File: src/rtl/jss_pkg.sv
// shared types and constants of the jog scratch speed controller
`default_nettype none
package jss_pkg;

  localparam logic [1:0] OP_BEGIN  = 2'd0;
  localparam logic [1:0] OP_UPDATE = 2'd1;
  localparam logic [1:0] OP_END    = 2'd2;
  localparam logic [1:0] OP_TICK   = 2'd3;

  localparam logic [1:0] CFG_ENABLED     = 2'd0;
  localparam logic [1:0] CFG_SENSITIVITY = 2'd1;
  localparam logic [1:0] CFG_INERTIA     = 2'd2;

  localparam logic [13:0] DT_MIN      = 14'd66;
  localparam logic [13:0] DT_MAX      = 14'd13107;
  localparam logic [9:0]  SENS_MIN    = 10'd51;
  localparam logic [9:0]  SENS_MAX    = 10'd768;
  localparam logic [15:0] INERTIA_MIN = 16'd49152;
  localparam logic [15:0] INERTIA_MAX = 16'd64881;
  localparam logic [14:0] SPEED_ONE   = 15'd4096;

  typedef struct packed {
    logic [1:0]  op;
    logic [15:0] pos;
    logic [13:0] dt;
  } jss_item_t;

endpackage
`default_nettype wire

File: src/rtl/jss_front.sv
// front end: accepts beats, clamps the time step and queues them
`default_nettype none
module jss_front (
  input  wire logic             clk_i,
  input  wire logic             rst_ni,
  input  wire logic             in_valid_i,
  output logic                  in_stall_o,
  input  wire logic [1:0]       op_i,
  input  wire logic [15:0]      position_x_i,
  input  wire logic [15:0]      delta_time_i,
  output logic                  q_valid_o,
  output jss_pkg::jss_item_t    q_item_o,
  input  wire logic             q_pop_i
);

  jss_pkg::jss_item_t mem_q [2];
  logic       wptr_q, rptr_q;
  logic [1:0] count_q;
  logic [13:0] dt_c;
  logic push, pop;

  always_comb begin
    if (delta_time_i < {2'b0, jss_pkg::DT_MIN}) begin
      dt_c = jss_pkg::DT_MIN;
    end else if (delta_time_i > {2'b0, jss_pkg::DT_MAX}) begin
      dt_c = jss_pkg::DT_MAX;
    end else begin
      dt_c = delta_time_i[13:0];
    end
  end

  assign in_stall_o = (count_q == 2'd2);
  assign q_valid_o  = (count_q != 2'd0);
  assign q_item_o   = mem_q[rptr_q];
  assign push = in_valid_i && !in_stall_o;
  assign pop  = q_pop_i && q_valid_o;

  always_ff @(posedge clk_i) begin
    if (push) begin
      mem_q[wptr_q] <= '{op: op_i, pos: position_x_i, dt: dt_c};
    end
  end

  always_ff @(posedge clk_i or negedge rst_ni) begin
    if (!rst_ni) begin
      wptr_q  <= 1'b0;
      rptr_q  <= 1'b0;
      count_q <= 2'd0;
    end else begin
      if (push) wptr_q <= !wptr_q;
      if (pop)  rptr_q <= !rptr_q;
      case ({push, pop})
        2'b10:   count_q <= count_q + 2'd1;
        2'b01:   count_q <= count_q - 2'd1;
        default: count_q <= count_q;
      endcase
    end
  end

endmodule
`default_nettype wire

File: config.mk
export PLATFORM = sky130hd
export DESIGN_NAME = jss_front
export DESIGN_NICKNAME = d
export VERILOG_FILES = /design/src/rtl/jss_pkg.sv /design/src/rtl/jss_front.sv
export SDC_FILE = /design/constraint.sdc
export NUM_CORES = 1
export LEC_CHECK = 0
export BUFFER_PORTS_ARGS = -buffer_cell sky130_fd_sc_hd__buf_4
export CELL_PAD_IN_SITES_DETAIL_PLACEMENT = 0
export CELL_PAD_IN_SITES_GLOBAL_PLACEMENT = 1
export CORE_UTILIZATION = 47
export CTS_CLUSTER_SIZE = 20
export DETAILED_ROUTE_END_ITERATION = 6
export PLACE_DENSITY = 0.95
export SLEW_MARGIN = 20
export SYNTH_ARGS = -nofsm -noshare
export SYNTH_HDL_FRONTEND = slang
export SYNTH_SLANG_ARGS = --single-unit
File: constraint.sdc
create_clock -name clk_i -period 6.9 [get_ports clk_i]
set_input_delay 0.345 -clock clk_i [delete_from_list [all_inputs] [get_ports clk_i]]
set_output_delay 0.345 -clock clk_i [all_outputs]
set_load 0.005 [all_outputs]
==> key figures, run 1 <==
STA
  • Final Critical Period: ~2.3 ns
  • Setup_tns: 0 ns
  • Transition time at the pin with the least slew margin: around 0.94 ns
  • Slew Limit Fails: 0
  • Relative slew slack: 37.1%
  • Unrepaired setup endpoints after global routing: no
  • Final worst-path cycle share: between 30% and 40%
  • Fmax: 432 MHz
  • Final setup viols: 0
  • Final Hold Viols: 0
  • Clock skew: 0.00721 ns

Setup path
  • Startpoint Class: register
  • Critical path class: register to output port
  • Crit path DAT: between 1.5 and 2 ns
  • Critical Path RT: 6.55 ns
  • Worst-path fanout max: 19
  • Crit path capture type: output port

Floorplan
  • Die Height: 78.8 um
  • Die footprint: 6220 um^2
  • Initial Utilization: 49.5%
  • Core footprint: 5610 um^2
  • Chip width: 78.8 um
  • FP Rows: 27
  • # IOs: 72

Clock tree
  • Worst skew pair latency: ~0.33 ns
  • Root Buffer: clkbuf_8
  • CTS Sinks: ~70
  • CTS tree: built
  • Clk pin slew, worst setup/hold paths: roughly 0.070 ns
  • CTS buffer count: 9
  • Clock Tree Buf Depth: 2
  • H-tree Lvls: 3

Logic synthesis
  • Cell taking the most area after synthesis: edfxtp_1
  • Seq/Total Area, Yosys: between 70 and 80%
  • Synth cell types: 33
  • Ys Warns: 0
  • Seq cells post-synth: 68
  • Synth top area cells: edfxtp_1 69%, mux2_2 13%, dfrtp_1 3.6%
  • Syn Area/Cell: 18.5 um^2
  • Post-synth top area share: 69.3%
  • Mapped Nets: 189
  • Gate Count Post-Synth: 150
  • Post-Synthesis Cell Area: 2780 um^2

Drt
  • Detail Route Antenna Nets: 0
  • WL/cell: 15.5 um
  • DR vias: 1583
  • First-pass iteration count of the detailed router: 4
  • Vias/cell: 5.14
  • DRT iter0 DRCs: between 70 and 80
  • Drt total wl: 4790 um
  • Remaining DRCs: 0

Power and ir drop
  • Pwr Total: about 1.4 mW
  • Power density over cell area: 379 nW/um^2
  • Lkg Pwr: 1.35 nW
  • Maximum vdd drop: 165 uV

Min path
  • Hold Crit Class: primary input to register

Finish
  • Most common cell after layout, fill and taps aside: buf_4
  • Share of layout cells above drive strength 1: roughly 56%
  • # nets final: 270
  • Most frequent cells in the layout: 73 x buf_4, 64 x edfxtp_1, 32 x mux2_2, 9 x clkbuf_8, 5 x and2_1
  • Layout area overhead: 31.2%
  • Antenna diode count: 0

Run status
  • Status: finished, final reports clean

GRT
  • Vias in the first global route: 1571
  • First-pass GRT wire length: 7520 um
  • GRT Residual Overflow: 0
  • Largest net degree at the start of global routing: 33
  • GR Util All Layers: 16.4%
  • Antenna violations before repair: 0

Placed design
  • DP HPWL: 3270 um
  • I/O Buffers: 71
  • GPL Wtd Cong: 0.758

Run
  • Max Cap Viol: 0
cell type report:
cell class                      count  area, um^2
Clock buffer                       10         128
Clock inverter                      6         103
Fill cell                         432        1970
Inverter                            1        3.75
Multi-Input combinational cell     77         738
Sequential cell                    68        2020
Tap cell                           72        90.1
Timing Repair Buffer               74         558
worst paths after layout:
kind                       slack, ns      endpoint  cells past startpoint            start
max                             4.58   q_item_o[7]                      3           rptr_q
min                             0.19  mem_q[1][19]                      1  position_x_i[5]
max reg2reg                     5.03  mem_q[0][11]                      3       count_q[0]
min reg2reg                     0.51    count_q[1]                      1       count_q[1]
max in group asynchronous       6.45    count_q[0]                      2           rst_ni
min in group asynchronous       0.35        wptr_q                      2           rst_ni
logic make-up (layout without fill, tap and decap cells):
| logic type | after synthesis | in the layout | synth area share [%] |
|---|---|---|---|
| AO/OA/AOI/OAI | 12 | 12 | 4.55 |
| XOR/XNOR | 5 | 5 | 1.58 |
| adder cells (fa/ha/maj) | 1 | 1 | 0.451 |
| buffers and inverters | 5 | 91 | 0.811 |
| flip-flops | 68 | 68 | 72.9 |
| multiplexers | 32 | 32 | 13.0 |
| AND/OR/NAND/NOR | 27 | 27 | 6.76 |
power breakdown:
| group | total [mW] | internal, mW | switching (mW) |
|---|---|---|---|
| sequential | 0.603 | 0.561 | 0.0422 |
| clock | 0.373 | 0.237 | 0.135 |
| combinational | 0.403 | 0.231 | 0.172 |
| total | 1.38 | 1.03 | 0.350 |
cells in the mapped netlist:
cell type / n
nor3_4: 1
and3_1: 2
o31a_1: 3
xnor2_1: 3
a21oi_2: 1
and2_1: 5
a2111oi_4: 1
a211o_1: 1
a211oi_2: 1
o211ai_1: 1
o21ai_2: 1
nand3_1: 1
a32o_2: 1
or4_1: 1
or3_2: 1
or4_4: 1
ha_1: 1
xor2_1: 2
or2_2: 1
nand2_1: 2
clkbuf_1: 1
a31o_2: 1
nor2_1: 3
a31oi_1: 1
or3_4: 2
inv_1: 1
dfrtp_1: 4
nand2b_1: 4
nand4_1: 1
mux2_2: 32
or2_4: 2
buf_2: 3
edfxtp_1: 64
metrics by stage:
step	worst slack (ns)	util (%)	hold slack, ns	instance area (um^2)	std cells
floorplan	4.50	-	0.0494	2780	150
CTS	4.55	64.9	0.181	3640	308
detailed placement	4.93	60.7	0.145	3400	291
global route	4.46	64.9	0.178	3640	308
global placement	4.93	60.7	0.144	3400	291
finish	4.58	64.9	0.195	3640	308
what timing repair did:
| action | CTS | global route |
|---|---|---|
| endpoints found under the setup margin | 0 | 0 |
| setup buffers | 0 | 0 |
| resized for setup | 0 | 0 |
| hold buffers | 1 | 0 |
| endpoints found under the hold margin | 4 | 0 |
sequential cells by signal, summed over array words and instances (netlist names):
| signal | flops |
|---|---|
| rptr_q | 1 |
| mem_q | 64 |
| count_q | 2 |
| wptr_q | 1 |
layer usage:
metal / routed length (um) / part of all wire, % / up-vias / track usage [%]
met1: 2150 / 45 / 753 / 21.4
li1: - / - / 755 / -
met4: 81 / 1.7 / 0 / 7.64
met3: 335 / 7.0 / 7 / 4.60
met5: 0 / 0 / - / 0
met2: 2220 / 46 / 68 / 25.6
worst max-delay path, stage by stage (launching register included):
cell,delay [ns]
dfrtp_1,0.72
buf_4,0.39
mux2_2,0.38
buf_4,0.14
Note: power is estimated with default switching activity, not from simulation.
==> inputs of run 2 (changes only) <==
- CORE_UTILIZATION: 47 -> 39
- PLACE_DENSITY: 0.95 -> 0.87
- clock period: 6.9 -> 1.96 ns (I/O delays scaled with it)
==> key figures, run 2 (synthesis gave the netlist of run 1 again) <==
Run status
  • Status: finished, final reports clean

Setup path
  • Critical-path cell list: or2_2 > and2_1 > ha_1 > xnor2_1 > nor2_1 > xor2_1
  • Worst path slowest cell: dfrtp_1
  • Worst Path Buf+Inv: 0
  • Crit path DAT: approximately 1.8 ns
  • Critical path class: register to register
  • R2R depth: 6
  • Crit path capture type: register
  • Largest stage delay, worst path: 0.42 ns
  • Worst setup path end: count_q[1]
  • Reg2Reg Capture Point: count_q[1]
  • Critical path's top delay family: simple AND/OR/NAND/NOR gates
  • R2r setup slk: around 0.35 ns
  • Critical Path RT: 2.17 ns
  • RR Startpoint: count_q[0]
  • Startpoint Class: register
  • WP depth: 6
  • Worst-path fanout max: 4
  • CP Launch Point: count_q[0]

Drt
  • DR vias: 1637
  • DRT iter0 DRCs: 20
  • Remaining DRCs: 0
  • Detail Route Antenna Nets: 0
  • Drt total wl: 4920 um
  • WL/cell: between 10 and 15 um
  • First-pass iteration count of the detailed router: 4
  • Vias/cell: 4.62

Floorplan
  • Core footprint: 6830 um^2
  • Chip width: 86.4 um
  • # IOs: 72
  • Initial Utilization: 40.6%
  • FP Rows: 30
  • Die footprint: between 7000 and 8000 um^2
  • Die Height: 86.4 um

STA
  • Final Critical Period: 1.61 ns
  • Fmax: between 600 and 700 MHz
  • Final setup viols: 0
  • Setup_tns: 0 ns
  • Relative slew slack: a little under three quarters
  • Slew Limit Fails: 0
  • Clock skew: 0.00478 ns
  • Transition time at the pin with the least slew margin: 0.434 ns
  • Final Hold Viols: 0
  • Unrepaired setup endpoints after global routing: no
  • Final worst-path cycle share: 82.1%

Finish
  • Area of the multi-input gates: 738 um^2
  • Most common cell after layout, fill and taps aside: buf_4
  • Most frequent cells in the layout: 77 x buf_4, 64 x edfxtp_1, 32 x mux2_2, 19 x dlygate4sd3_1, 9 x clkbuf_8
  • Seq. cell area: 2020 um^2
  • FILL cells: 577
  • Layout area overhead: 39.9%
  • # nets final: 292
  • Antenna diode count: 0
  • Largest Register: mem_q
  • Max reg flops: 64
  • Fin util: between 50 and 60%
  • Final Instance Count excl. Fillers: 354
  • Share of layout cells above drive strength 1: 52.7%
  • Regs by FF count: mem_q x64, count_q x2

Clock tree
  • Worst skew pair latency: ~0.33 ns
  • Clock Tree Buf Depth: 2
  • CTS Hold Bufs: 19
  • Clk pin slew, worst setup/hold paths: 0.07 ns
  • Root Buffer: clkbuf_8
  • CTS buffer count: 9
  • Setup Buffers After CTS: 0
  • CTS Sinks: 68
  • H-tree Lvls: 3
  • Post-CTS Resized: 0
  • CTS tree: built

Placed design
  • GPL Wtd Cong: 0.733
  • I/O Buffers: between 70 and 80
  • Placed Instances: between 300 and 400
  • DP HPWL: 3350 um

Power and ir drop
  • Maximum vdd drop: 387 uV
  • Reg power frac: 42.0%
  • Internal Power: 3.67 mW
  • Clock power share: 26.6%
  • Sw Ratio: 25.4%
  • Lkg Pwr: 1.44 nW
  • Comb power frac: 31.4%
  • Switching power: 1.25 mW
  • Power density over cell area: roughly 1300 nW/um^2
  • Pwr Total: approximately 4.9 mW

GRT
  • Met3 Track Usage GR: under 10%
  • GRT Residual Overflow: 0
  • Largest net degree at the start of global routing: 18
  • GR Util met1: a little over an eighth
  • Grt peak-use layer: met2
  • Met2 GRT Util: 26.6%
  • Antenna violations before repair: 0
  • GR Util All Layers: 14.0%
  • First-pass GRT wire length: approximately 7600 um
  • Vias in the first global route: 1666

Min path
  • Hold Crit Class: primary input to register

Run
  • Max Cap Viol: 0
run 2: cell types whose count changed in the layout (fill, tap and decap cells not counted), sizes merged:
cell and delta:
clkinv +1, clkbuf -1, buf +4, dlygate4sd3 +18
run 2: worst reg2reg max path: cells and delay by family, from the launching register on:
kind	cells	cell delay [ns]
adders and majority gates	1	0.19
DFF	1	0.42
and+or+nand+nor	3	0.57
xor gates and xnor gates	2	0.31
run 2: cell type report:
| class | count | area share [%] |
|---|---|---|
| flip-flops and latches | 68 | 52.1 |
| clock inverters | 7 | 2.71 |
| multi-input cells | 77 | 19.0 |
| clock buffers | 9 | 3.19 |
| inverters | 1 | 0.0967 |
| repair buffers | 96 | 19.8 |
| well taps | 96 | 3.09 |
run 2: worst min path at each step:
stage / cells after the start / end / start / slack, ns
after floorplan: 0 / count_q[0] / rst_ni / -0.20
after global placement: 1 / wptr_q / rst_ni / -0.10
after detailed placement: 1 / count_q[0] / rst_ni / -0.10
after CTS: 2 / mem_q[1][9] / delta_time_i[9] / 0.06
after global routing: 2 / mem_q[1][9] / delta_time_i[9] / 0.07
final: 2 / mem_q[1][9] / delta_time_i[9] / 0.08
run 2: per-stage QoR:
stage	instance area, um^2	worst slack [ns]	hold slack, ns
after floorplan	2780	0.0803	-0.198
after global routing	3880	0.229	0.0730
after detailed placement	3460	0.379	-0.103
after CTS	3880	0.355	0.0608
final	3880	0.350	0.0843
after global placement	3460	0.445	-0.102
run 2: power by group through the flow:
stage	logic, mW	clock network, mW	registers [mW]
after floorplan	0.816	0	2.07
after detailed placement	1.54	0	2.10
after CTS	1.58	1.34	2.07
after global placement	1.52	0	2.08
after global routing	1.68	1.40	2.10
final	1.55	1.31	2.07
run 2: layer usage:
layer / wire, um / part of all wire, %
met1: 1880 / 38
met3: 249 / 5.1
met5: 0 / 0
met2: 2690 / 55
met4: 101 / 2.1
